<file path="src/sv/crle_pkg.sv">
package crle_pkg;

  typedef struct packed {
    logic [7:0] data_byte;
    logic       end_of_file;
  } in_item_t;

  typedef struct packed {
    logic               kind;
    logic [7:0]         run_value;
    logic [12:0]        run_count;
    logic [12:0]        run_offset;
    logic signed [31:0] chunk_x;
    logic signed [31:0] chunk_y;
    logic signed [31:0] chunk_z;
    logic [1:0]         status;
    logic               last;
  } out_item_t;

  localparam logic [1:0] ST_OK    = 2'd0;
  localparam logic [1:0] ST_RLE   = 2'd1;
  localparam logic [1:0] ST_CRC   = 2'd2;
  localparam logic [1:0] ST_TRUNC = 2'd3;

  localparam logic [4:0]  HEADER_LEN = 5'd20;
  localparam logic [31:0] CRC_POLY   = 32'hEDB88320;
  localparam logic [31:0] CRC_ONES   = 32'hFFFFFFFF;

  // Controller to datapath.
  typedef struct packed {
    logic absorb;      // take the input byte into the parser state
    logic crc_start;   // load the CRC repeat counter for the pending run
    logic crc_step;    // fold one byte of the run into the CRC
    logic emit_run;    // present the run result
    logic emit_stat;   // present the chunk status result
    logic emit_trunc;  // present a truncated status result
    logic stat_last;   // the result emitted now is the last of the beat
    logic clear;       // clear per-chunk state
  } dp_cmd_t;

  // Datapath to controller.
  typedef struct packed {
    logic run_ok;      // the byte completes a triplet that yields a run
    logic run_nonzero; // that run has a nonzero count
    logic pay_end;     // the byte ends the record
    logic eof_trunc;   // end of file comes mid-record
    logic crc_done;    // repeat counter reaches its last byte
  } dp_stat_t;

  function automatic logic [31:0] crc_byte(input logic [31:0] c, input logic [7:0] b);
    logic [31:0] v;
    v = c ^ {24'd0, b};
    for (int k = 0; k < 8; k++) begin
      v = (v >> 1) ^ (CRC_POLY & {32{v[0]}});
    end
    return v;
  endfunction

endpackage

</file>
<file path="src/sv/chunk_record_rle_crc_decoder.sv">
// Channel | Ports                                 | Payload
// input   | in_valid, in_stall, in_item           | data_byte, end_of_file
// result  | out_valid, out_stall, out_item        | run or status record
//
// A header byte or a byte inside a triplet is absorbed alone, followed by any status beat.
// A byte that closes a triplet with a run presents the run until out_stall is low;
// then, for a nonzero count, the CRC unit folds one decoded byte per cycle.
// Reset is synchronous and returns the parser to the start of a header.
// Input is stalled whenever a result is presented or the CRC loop runs.
module chunk_record_rle_crc_decoder #(
  parameter int CHUNK_BYTES = 4096
) (
  input  logic                clk,
  input  logic                rst_n,
  input  logic                in_valid,
  output logic                in_stall,
  input  crle_pkg::in_item_t  in_item,
  output logic                out_valid,
  input  logic                out_stall,
  output crle_pkg::out_item_t out_item
);

  crle_pkg::dp_cmd_t  cmd;
  crle_pkg::dp_stat_t stat;

  crle_ctrl u_ctrl (
    .clk(clk), .rst_n(rst_n), .in_valid(in_valid), .in_stall(in_stall),
    .eof(in_item.end_of_file), .out_valid(out_valid), .out_stall(out_stall),
    .stat(stat), .cmd(cmd)
  );

  crle_datapath #(.CHUNK_BYTES(CHUNK_BYTES)) u_dp (
    .clk(clk), .rst_n(rst_n), .in_item(in_item), .cmd(cmd), .stat(stat),
    .res(out_item)
  );

endmodule

</file>
<file path="src/sv/crle_datapath.sv">
module crle_datapath #(
  parameter int CHUNK_BYTES = 4096
) (
  input  logic                clk,
  input  logic                rst_n,
  input  crle_pkg::in_item_t  in_item,
  input  crle_pkg::dp_cmd_t   cmd,
  output crle_pkg::dp_stat_t  stat,
  output crle_pkg::out_item_t res
);

  localparam int TW = $clog2(CHUNK_BYTES + 1) + 1;
  localparam int SW = ((TW > 16) ? TW : 16) + 1;

  logic        phase_r, phase_nxt;
  logic [4:0]  hidx_r, hidx_nxt;
  logic [31:0] cx_r, cy_r, cz_r, plen_r, ecrc_r;
  logic [31:0] cx_nxt, cy_nxt, cz_nxt, plen_nxt, ecrc_nxt;
  logic [1:0]  tidx_r, tidx_nxt;
  logic [15:0] pend_r, pend_nxt;
  logic [TW-1:0] total_r, total_nxt;
  logic [31:0] crc_r, crc_nxt;
  logic        fail_r, fail_nxt;
  logic [15:0] rep_r, rep_nxt;
  logic [7:0]  rval_r, rval_nxt;
  logic [TW-1:0] roff_r, roff_nxt;
  logic [15:0] rcnt_r, rcnt_nxt;
  logic [1:0]  fstat;
  logic [SW-1:0] sum;

  assign sum = SW'(total_r) + SW'(pend_r);

  always_comb begin
    if (fail_r || tidx_r != 2'd0 || total_r != TW'(CHUNK_BYTES)) begin
      fstat = crle_pkg::ST_RLE;
    end else if ((crc_r ^ crle_pkg::CRC_ONES) != ecrc_r) begin
      fstat = crle_pkg::ST_CRC;
    end else begin
      fstat = crle_pkg::ST_OK;
    end
  end

  // The length word is complete before the last header byte arrives.
  always_comb begin
    stat.run_ok = phase_r && tidx_r == 2'd2 && !fail_r && sum <= SW'(CHUNK_BYTES);
    stat.run_nonzero = pend_r != 16'd0;
    stat.pay_end = phase_r ? (plen_r == 32'd1)
                           : (hidx_r == 5'd19 && plen_r == 32'd0);
    stat.eof_trunc = in_item.end_of_file && !stat.pay_end;
    stat.crc_done = rep_r == 16'd1;
  end

  always_comb begin
    logic [4:0] idx;
    logic [7:0] b;
    phase_nxt = phase_r; hidx_nxt = hidx_r;
    cx_nxt = cx_r; cy_nxt = cy_r; cz_nxt = cz_r; plen_nxt = plen_r; ecrc_nxt = ecrc_r;
    tidx_nxt = tidx_r; pend_nxt = pend_r; total_nxt = total_r; crc_nxt = crc_r;
    fail_nxt = fail_r; rep_nxt = rep_r; rval_nxt = rval_r; roff_nxt = roff_r;
    rcnt_nxt = rcnt_r;
    b = in_item.data_byte;
    idx = (hidx_r >= crle_pkg::HEADER_LEN) ? 5'd0 : hidx_r;
    if (cmd.absorb) begin
      if (!phase_r) begin
        if (idx == 5'd0) begin
          cx_nxt = '0; cy_nxt = '0; cz_nxt = '0; plen_nxt = '0; ecrc_nxt = '0;
        end
        unique case (idx[4:2])
          3'd0: cx_nxt[idx[1:0]*8 +: 8] = b;
          3'd1: cy_nxt[idx[1:0]*8 +: 8] = b;
          3'd2: cz_nxt[idx[1:0]*8 +: 8] = b;
          3'd3: plen_nxt[idx[1:0]*8 +: 8] = b;
          default: ecrc_nxt[idx[1:0]*8 +: 8] = b;
        endcase
        if (idx == crle_pkg::HEADER_LEN - 5'd1) begin
          hidx_nxt = 5'd0;
          phase_nxt = 1'b1;
        end else begin
          hidx_nxt = idx + 5'd1;
        end
      end else begin
        plen_nxt = plen_r - 32'd1;
        unique case (tidx_r)
          2'd0: begin pend_nxt = {8'd0, b}; tidx_nxt = 2'd1; end
          2'd1: begin pend_nxt = {b, pend_r[7:0]}; tidx_nxt = 2'd2; end
          default: begin
            tidx_nxt = 2'd0;
            if (!fail_r) begin
              if (sum > SW'(CHUNK_BYTES)) begin
                fail_nxt = 1'b1;
              end else begin
                rval_nxt = b;
                rcnt_nxt = pend_r;
                roff_nxt = total_r;
                total_nxt = sum[TW-1:0];
              end
            end
          end
        endcase
      end
    end
    if (cmd.crc_start) rep_nxt = rcnt_r;
    if (cmd.crc_step) begin
      crc_nxt = crle_pkg::crc_byte(crc_r, rval_r);
      rep_nxt = rep_r - 16'd1;
    end
    if (cmd.clear) begin
      phase_nxt = 1'b0; hidx_nxt = '0; plen_nxt = '0; tidx_nxt = '0; pend_nxt = '0;
      total_nxt = '0; crc_nxt = crle_pkg::CRC_ONES; fail_nxt = 1'b0;
    end
  end

  always_ff @(posedge clk) begin
    if (!rst_n) begin
      phase_r <= 1'b0; hidx_r <= '0; cx_r <= '0; cy_r <= '0; cz_r <= '0;
      plen_r <= '0; ecrc_r <= '0; tidx_r <= '0; pend_r <= '0; total_r <= '0;
      crc_r <= crle_pkg::CRC_ONES; fail_r <= 1'b0; rep_r <= '0;
      rval_r <= '0; roff_r <= '0; rcnt_r <= '0;
    end else begin
      phase_r <= phase_nxt; hidx_r <= hidx_nxt; cx_r <= cx_nxt; cy_r <= cy_nxt;
      cz_r <= cz_nxt; plen_r <= plen_nxt; ecrc_r <= ecrc_nxt; tidx_r <= tidx_nxt;
      pend_r <= pend_nxt; total_r <= total_nxt; crc_r <= crc_nxt; fail_r <= fail_nxt;
      rep_r <= rep_nxt;
      rval_r <= rval_nxt; roff_r <= roff_nxt; rcnt_r <= rcnt_nxt;
    end
  end

  always_comb begin
    res = '0;
    res.chunk_x = cx_r; res.chunk_y = cy_r; res.chunk_z = cz_r;
    res.last = cmd.stat_last;
    if (cmd.emit_run) begin
      res.run_value = rval_r;
      res.run_count = rcnt_r[12:0];
      res.run_offset = 13'(roff_r);
    end else if (cmd.emit_stat || cmd.emit_trunc) begin
      res.kind = 1'b1;
      res.status = cmd.emit_trunc ? crle_pkg::ST_TRUNC : fstat;
    end
  end

endmodule

</file>
<file path="src/sv/crle_ctrl.sv">
module crle_ctrl (
  input  logic               clk,
  input  logic               rst_n,
  input  logic               in_valid,
  output logic               in_stall,
  input  logic               eof,
  output logic               out_valid,
  input  logic               out_stall,
  input  crle_pkg::dp_stat_t stat,
  output crle_pkg::dp_cmd_t  cmd
);

  typedef enum logic [4:0] {
    S_IDLE  = 5'b00001,
    S_CRC   = 5'b00010,
    S_RUN   = 5'b00100,
    S_STAT  = 5'b01000,
    S_TRUNC = 5'b10000
  } state_t;

  state_t state_r, state_nxt;
  logic   run_nz_r, run_nz_nxt;
  logic   pend_stat_r, pend_stat_nxt;
  logic   pend_trunc_r, pend_trunc_nxt;
  logic   go;

  assign in_stall = state_r != S_IDLE;
  assign go = in_valid && state_r == S_IDLE;
  assign out_valid = state_r == S_RUN || state_r == S_STAT || state_r == S_TRUNC;

  // Status outputs use the values latched when the beat was absorbed.
  always_comb begin
    state_t after_run;
    cmd = '0;
    state_nxt = state_r;
    run_nz_nxt = run_nz_r;
    pend_stat_nxt = pend_stat_r;
    pend_trunc_nxt = pend_trunc_r;
    after_run = pend_stat_r ? S_STAT : (pend_trunc_r ? S_TRUNC : S_IDLE);
    unique case (state_r)
      S_IDLE: begin
        if (go) begin
          cmd.absorb = 1'b1;
          run_nz_nxt = stat.run_nonzero;
          pend_stat_nxt = stat.pay_end;
          pend_trunc_nxt = eof && stat.eof_trunc;
          if (stat.run_ok) begin
            state_nxt = S_RUN;
          end else if (stat.pay_end) begin
            state_nxt = S_STAT;
          end else if (eof && stat.eof_trunc) begin
            state_nxt = S_TRUNC;
          end
        end
      end
      S_RUN: begin
        cmd.emit_run = 1'b1;
        cmd.stat_last = !pend_stat_r && !pend_trunc_r;
        if (!out_stall) begin
          if (run_nz_r) begin
            cmd.crc_start = 1'b1;
            state_nxt = S_CRC;
          end else begin
            state_nxt = after_run;
          end
        end
      end
      S_CRC: begin
        cmd.crc_step = 1'b1;
        if (stat.crc_done) state_nxt = after_run;
      end
      S_STAT: begin
        cmd.emit_stat = 1'b1;
        cmd.stat_last = 1'b1;
        if (!out_stall) begin
          cmd.clear = 1'b1;
          pend_stat_nxt = 1'b0;
          state_nxt = S_IDLE;
        end
      end
      S_TRUNC: begin
        cmd.emit_trunc = 1'b1;
        cmd.stat_last = 1'b1;
        if (!out_stall) begin
          cmd.clear = 1'b1;
          pend_trunc_nxt = 1'b0;
          state_nxt = S_IDLE;
        end
      end
      default: state_nxt = S_IDLE;
    endcase
  end

  always_ff @(posedge clk) begin
    if (!rst_n) begin
      state_r <= S_IDLE;
      run_nz_r <= 1'b0;
      pend_stat_r <= 1'b0;
      pend_trunc_r <= 1'b0;
    end else begin
      state_r <= state_nxt;
      run_nz_r <= run_nz_nxt;
      pend_stat_r <= pend_stat_nxt;
      pend_trunc_r <= pend_trunc_nxt;
    end
  end

  a_stall_busy: assert property (@(posedge clk) disable iff (!rst_n)
    out_valid |-> in_stall) else $error("input taken while a result waits");
  a_held: assert property (@(posedge clk) disable iff (!rst_n)
    out_valid && out_stall |=> out_valid && $stable(state_r))
    else $error("result dropped under stall");
  a_crc_entry: assert property (@(posedge clk) disable iff (!rst_n)
    state_r == S_CRC |-> $past(state_r) == S_RUN || $past(state_r) == S_CRC)
    else $error("CRC loop entered without a run");
  a_stat_trunc: assert property (@(posedge clk) disable iff (!rst_n)
    !(pend_stat_r && pend_trunc_r)) else $error("status and truncation both pending");

endmodule
</file>
<file path="config.mk">
export PLATFORM = sky130hd
export DESIGN_NAME = chunk_record_rle_crc_decoder
export DESIGN_NICKNAME = d
export VERILOG_FILES = /design/src/sv/crle_pkg.sv /design/src/sv/chunk_record_rle_crc_decoder.sv /design/src/sv/crle_datapath.sv /design/src/sv/crle_ctrl.sv
export SDC_FILE = /design/constraint.sdc
export NUM_CORES = 1
export LEC_CHECK = 0
export ABC_CLOCK_PERIOD_IN_PS = 3100
export BUFFER_PORTS_ARGS = -buffer_cell sky130_fd_sc_hd__buf_2
export CAP_MARGIN = 20
export CORE_ASPECT_RATIO = 1.2
export CORE_UTILIZATION = 54
export CTS_CLUSTER_DIAMETER = 50
export DETAILED_ROUTE_END_ITERATION = 10
export HOLD_SLACK_MARGIN = 0.06
export PLACE_DENSITY = 0.77
export SLEW_MARGIN = 5
export SYNTH_ARGS = -nofsm -noshare
export SYNTH_HDL_FRONTEND = slang
export SYNTH_HIERARCHICAL = 1
export SYNTH_SLANG_ARGS = --single-unit
</file>
<file path="constraint.sdc">
create_clock -name clk -period 3.1 [get_ports clk]
set_input_delay 0.465 -clock clk [delete_from_list [all_inputs] [get_ports clk]]
set_output_delay 0.465 -clock clk [all_outputs]
set_load 0.05 [all_outputs]
</file>
Yosys cells after proc, flatten, opt, wreduce, memory -nomap -nowiden
Cells that the tools add are included.
- bits in registers: 292
- word-level logic and storage cells: 185
- order comparisons: 3
- add/sub/neg operators: 5
- reduce and logical (&&, ||, !) cells: 41
- muxes and demuxes: 73
- equal/unequal tests: 24
- shift operators: 2
- bitwise operators: 16
- operator list (operator ; count):
    32-bit two-way mux ; 21
    31-bit by 32-bit XOR with 32-bit output ; 8
    32-bit bitwise mux ; 5
    5-bit two-way mux ; 12
    34-bit two-way mux ; 1
    5-bit negation with 34-bit output ; 1
    8-bit by 34-bit variable shift with 32-bit output, first input constant ; 1
    8-bit by 34-bit variable part select with 32-bit output ; 1
    32-bit by 1-bit equality test with 1-bit output, second input constant ; 1
    32-bit zero test ; 1
    16-bit two-way mux ; 2
    32-bit inequality test ; 1
    32-bit inverter ; 1
    16-bit case mux with 2 select lines ; 1
    32-bit by 1-bit subtractor with 32-bit output, second input constant ; 1
    32-bit by 8-bit XOR with 32-bit output ; 1
    1-bit two-way mux ; 21
    5-bit case mux with 4 select lines ; 1
    14-bit by 16-bit adder with 17-bit output ; 1
    17-bit by 13-bit greater-than comparator with 1-bit output, second input constant ; 1
    17-bit by 13-bit less-or-equal comparator with 1-bit output, second input constant ; 1
    16-bit by 1-bit equality test with 1-bit output, second input constant ; 1
    16-bit nonzero test ; 1
    16-bit by 1-bit subtractor with 16-bit output, second input constant ; 1
    other kinds (33) ; 77

Longest topological paths before layout
- word-level depth: 11
- depth in mapped cells: 15

Hierarchy
Netlist, hierarchy kept.
- modules (own cells, without submodules) (module ; times used ; area each (µm²) ; cells each):
    crle_datapath ; 1 ; 14363.8 ; 1707
    crle_ctrl ; 1 ; 633.1 ; 76

Least setup slack after synthesis
OpenSTA, ideal clock, no wires.
- path type: register -> register
- start point: reg u_dp.pend_r[0]
- end point: reg u_ctrl.state_r[4]
- cell stages (with the launch flop): 16
- slack: -0.292 ns
- buffers on the path: 0
- library setup time: 0.084 ns
- arrival time: 3.308 ns
- period minus slack after synthesis: 3.392 ns
- cell sequence: dfxtp_1 > ha_1 > inv_1 > fa_1 > nand2b_1 > a21oi_1 > o31a_1 > a21oi_1 > o32a_1 > a211oi_2 > nand2_1 > nor3_1 > a211o_1 > nand3_1 > a32o_2 > o31ai_2
- RTL lines (element ; line ; text):
    from (decl) ; crle_datapath.sv:20 ; logic [15:0] pend_r, pend_nxt;
    from (signal assigned) ; crle_datapath.sv:122 ; pend_r <= pend_nxt; total_r <= total_nxt; crc_r <= crc_nxt; fail_r <= fail_nxt;
    to (signal assigned) ; crle_ctrl.sv:101 ; state_r <= state_nxt;
    to (decl) ; crle_ctrl.sv:21 ; state_t state_r, state_nxt;

==> results.py <==
metrics = {
    "placed_design": {
        "gp_congestion": 0.9679,
        "dp.cells": 2229,
        "dpl_worst_slack_ps": -179.2,
        "portBuffers": 148,
        "hpwl_microns": 30710,
    },
    "detailed_routing": {
        "drc_errors": 0,
        "drtIter0Drc": 1257,
        "drtAntennaViolNets": 0,
        "vias": 13960,
        "viasPerCell": 6.089,
        "firstDrtPassIters": 5,
        "wl_microns": 44940,
        "wl_per_cell_microns": 19.61,
    },
    "timing": {
        "hold_viol": 0,
        "finalSetupViolCount": 3,
        "holdWs_ps": 232.7,
        "max_freq_mhz": 302.5,
        "finClkSkew_ps": 14.86,
        "tns_ps": -561.4,
        "fin_ws_ps": -205.6,
        "slew_headroom": 0.4283,
        "period_minus_slack_ps": 3306,
        "tightest_slew_ps": 851.5,
        "period_share": 1.066,
        "maxSlewViolCount": 0,
        "rsz0062_at_grt": "true",
    },
    "critical_path": {
        "max_stage_delay_ps": 390,
        "crit_path_end": "u_ctrl/state_r[4]",
        "arrival_ps": 3780,
        "required_ps": 3570,
        "worstReg2RegStart": "u_dp/pend_r[2]",
        "crit_path_top_delay_cell": "dfxtp_1",
        "crit_type": "flop to flop",
        "r2r_end": "u_ctrl/state_r[4]",
        "crit_chain": "ha_4 -> o211ai_1 -> o21a_1 -> buf_6 -> o211ai_1 -> xor2_1 -> or2_1 -> o41ai_4 -> nand2_2 -> nor3_4 -> a211o_1 -> nand3_1 -> a32o_2 -> o31ai_2",
        "crit_path_start_kind": "flop",
        "cp-end-kind": "flop",
        "critPathBufInv": 1,
        "cp_max_fo": 4,
        "critical_path_depth": 14,
        "crit_top_cell": "o211ai_1",
        "path_delay_family": "compound AO/OA/AOI/OAI gates",
        "crit_path_start": "u_dp/pend_r[2]",
        "reg2regPathDepth": 14,
        "rrSetupSlack_ps": -210,
    },
    "synth": {
        "synthMuxAreaShare": 0.04388,
        "synth_area_sq_um": 15000,
        "synth_top_flop_cell": "dfxtp_1",
        "synth.most_common_cell": "dfxtp_1",
        "yosysSeqAreaShare": 0.3898,
        "synth_fa_ha_area_frac": 0.02136,
        "avgSynthCellArea_sq_um": 8.411,
        "synth-simple-area-share": 0.2389,
        "ys_ff_latch": 292,
        "synth_top_cells_by_area": "dfxtp_1, nand2_1, nor2b_1",
        "async_flop_share": 0,
        "yosysWarningCount": 6,
        "synth_nets": 1821,
        "synthTopCellsByCount": "dfxtp_1, nand2_1, nor2b_1",
        "yosys.area_share.xor_xnor": 0.07751,
        "synth_top_area_share": 0.3898,
        "synth_edf_count": 0,
        "synth.largest_area_cell": "dfxtp_1",
        "syn_inst": 1783,
        "ys_types": 80,
        "synth_top_family_by_area": "simple AND/OR/NAND/NOR gates",
        "synth_compound_area_frac": 0.1867,
    },
    "global_route": {
        "top_usage_layer": "met2",
        "grt_max_degree": 180,
        "grt_use_total": 0.3074,
        "grt_overflow": 0,
        "grt_pass1_wl_microns": 70400,
        "antenna_found_initial": 0,
        "use_met3": 0.05573,
        "grt_use_met2": 0.5304,
        "grt_pass1_vias": 13390,
        "grtUsageMet1": 0.3677,
    },
    "clock_tree": {
        "clock-sinks": 292,
        "cts_hold_buf": 0,
        "htreeDepth": 1,
        "cts_buffers": 30,
        "cts_tree": "yes",
        "clkSlewWorstSetupHoldPaths_ps": 60,
        "cts_root_buf": "clkbuf_16",
        "cts_buffer_depth": 3,
        "clock_latency_ps": 570,
    },
    "power_and_ir_drop": {
        "p_leak_uw": 0.007143,
        "cellPowerDensity_nw_per_um2": 528.6,
        "ir_drop_v": 0.0004317,
    },
    "floorplanning": {
        "ios": 149,
        "fp.dieH_microns": 184.6,
        "dieArea_sq_um": 28450,
        "num_rows": 66,
        "die_w_microns": 154.1,
        "core_sq_um": 27170,
        "start_util": 0.5520,
    },
    "final_layout": {
        "postLayoutCoreUtil": 0.6538,
        "syn2layout_area_growth_pct": 18.44,
        "fin_nets": 1968,
        "insertedDiodeCount": 0,
        "stdcell_count": 2292,
        "fillers": 2198,
        "drive_gt1_frac": 0.1839,
    },
    "worst_hold_path": {
        "hold_path_class": "input pin to flop",
        "hold_start": "in_item[0]",
    },
    "status": {
        "violations": "negative setup slack",
        "status": "finished with violations",
    },
    "run": {
        "max_cap_violations": 0,
    },
}
## metal layers
| metal | share of wire | wire length, microns |
|---|---|---|
| met4 | 0.042 | 1909 |
| met2 | 0.48 | 21610 |
| met5 | 0 | 0 |
| met3 | 0.076 | 3397 |
| met1 | 0.40 | 18020 |
## tightest hold or removal path, delay by kind of cell
| kind | cells | cell delay [ps] |
|---|---|---|
| compound gates | 1 | 60 |
| buf+inv | 1 | 120 |
| simple gates | 1 | 100 |
## cell type report
type,instances,area (sq um),area share
tap,340,425.4,0.02395
clock inverter,19,205.2,0.01155
multi-input combinational,1332,8757,0.4930
clock buffer,35,789.5,0.04445
inverter,24,90.09,0.005072
timing repair buffer,250,1643,0.09249
sequential,292,5852,0.3295
## cells in the final DEF (no fill, tap or decap), types with 55 or more instances in the layout
| master | Yosys | routed |
|---|---|---|
| and2_1 | 59 | 57 |
| mux2i_1 | 59 | 58 |
| o21ai_0 | 76 | 74 |
| a21oi_1 | 88 | 84 |
| xnor2_1 | 94 | 93 |
| buf_2 | 7 | 146 |
| a22oi_1 | 77 | 77 |
| dfxtp_1 | 292 | 287 |
| nor2b_1 | 142 | 141 |
| a32oi_1 | 55 | 55 |
| nor2_1 | 73 | 73 |
| nand2_1 | 247 | 246 |
| buf_4 | 4 | 93 |
## logic make-up (layout without fill, tap and decap cells)
| kind of cell | Yosys count | in the layout |
|---|---|---|
| mux | 65 | 65 |
| buf+inv | 159 | 328 |
| simple gates | 702 | 702 |
| fa+ha+maj | 25 | 25 |
| xor+xnor | 131 | 131 |
| flops | 292 | 292 |
| compound gates | 409 | 409 |
## flip-flops by register name, indices dropped and copies added, names as in the netlist, 2 cells and up
register and flops:
u_dp/rep_r 16, u_dp/tidx_r 2, u_dp/cy_r 32, u_dp/cx_r 32, u_dp/rcnt_r 16, u_dp/plen_r 32, u_dp/crc_r 32, u_dp/ecrc_r 32
u_dp/rval_r 8, u_dp/total_r 14, u_dp/pend_r 16, u_dp/cz_r 32, u_ctrl/state_r 5, u_dp/hidx_r 5, u_dp/roff_r 13
## where the power goes
group          internal [uW]  total, uW  leakage (uW)  switching [uW]
registers               3800       3870       0.00236            63.2
clock network           2090       3650      0.000490            1570
logic                    545       1870       0.00430            1320
## worst min path at each step
| stage | end | slack, ps | depth (start not counted) |
|---|---|---|---|
| after global placement | u_dp/roff_r[10] | 440 | 2 |
| after detailed placement | u_dp/roff_r[7] | 450 | 2 |
| after floorplan | u_dp/roff_r[0] | 430 | 2 |
| after global routing | u_ctrl/pend_trunc_r | 240 | 3 |
| after CTS | u_ctrl/pend_trunc_r | 210 | 3 |
| final | u_ctrl/pend_trunc_r | 230 | 3 |
## per-stage QoR
step | power, uW | cell area, sq um
after CTS | 9375 | 17610
after global placement | 5728 | 16460
after global routing | 9729 | 17760
after detailed placement | 5761 | 16460
final | 9389 | 17760
after floorplan | 5180 | 15020
## timing repair
action | 4_1_cts | 5_1_grt
pin swaps | 7 | 11
setup endpoints to repair | 34 | 129
resized for setup | 18 | 22
setup buffers | 6 | 4
cloned | 1 | 1
No activity file was read; power rests on OpenSTA's default activity.
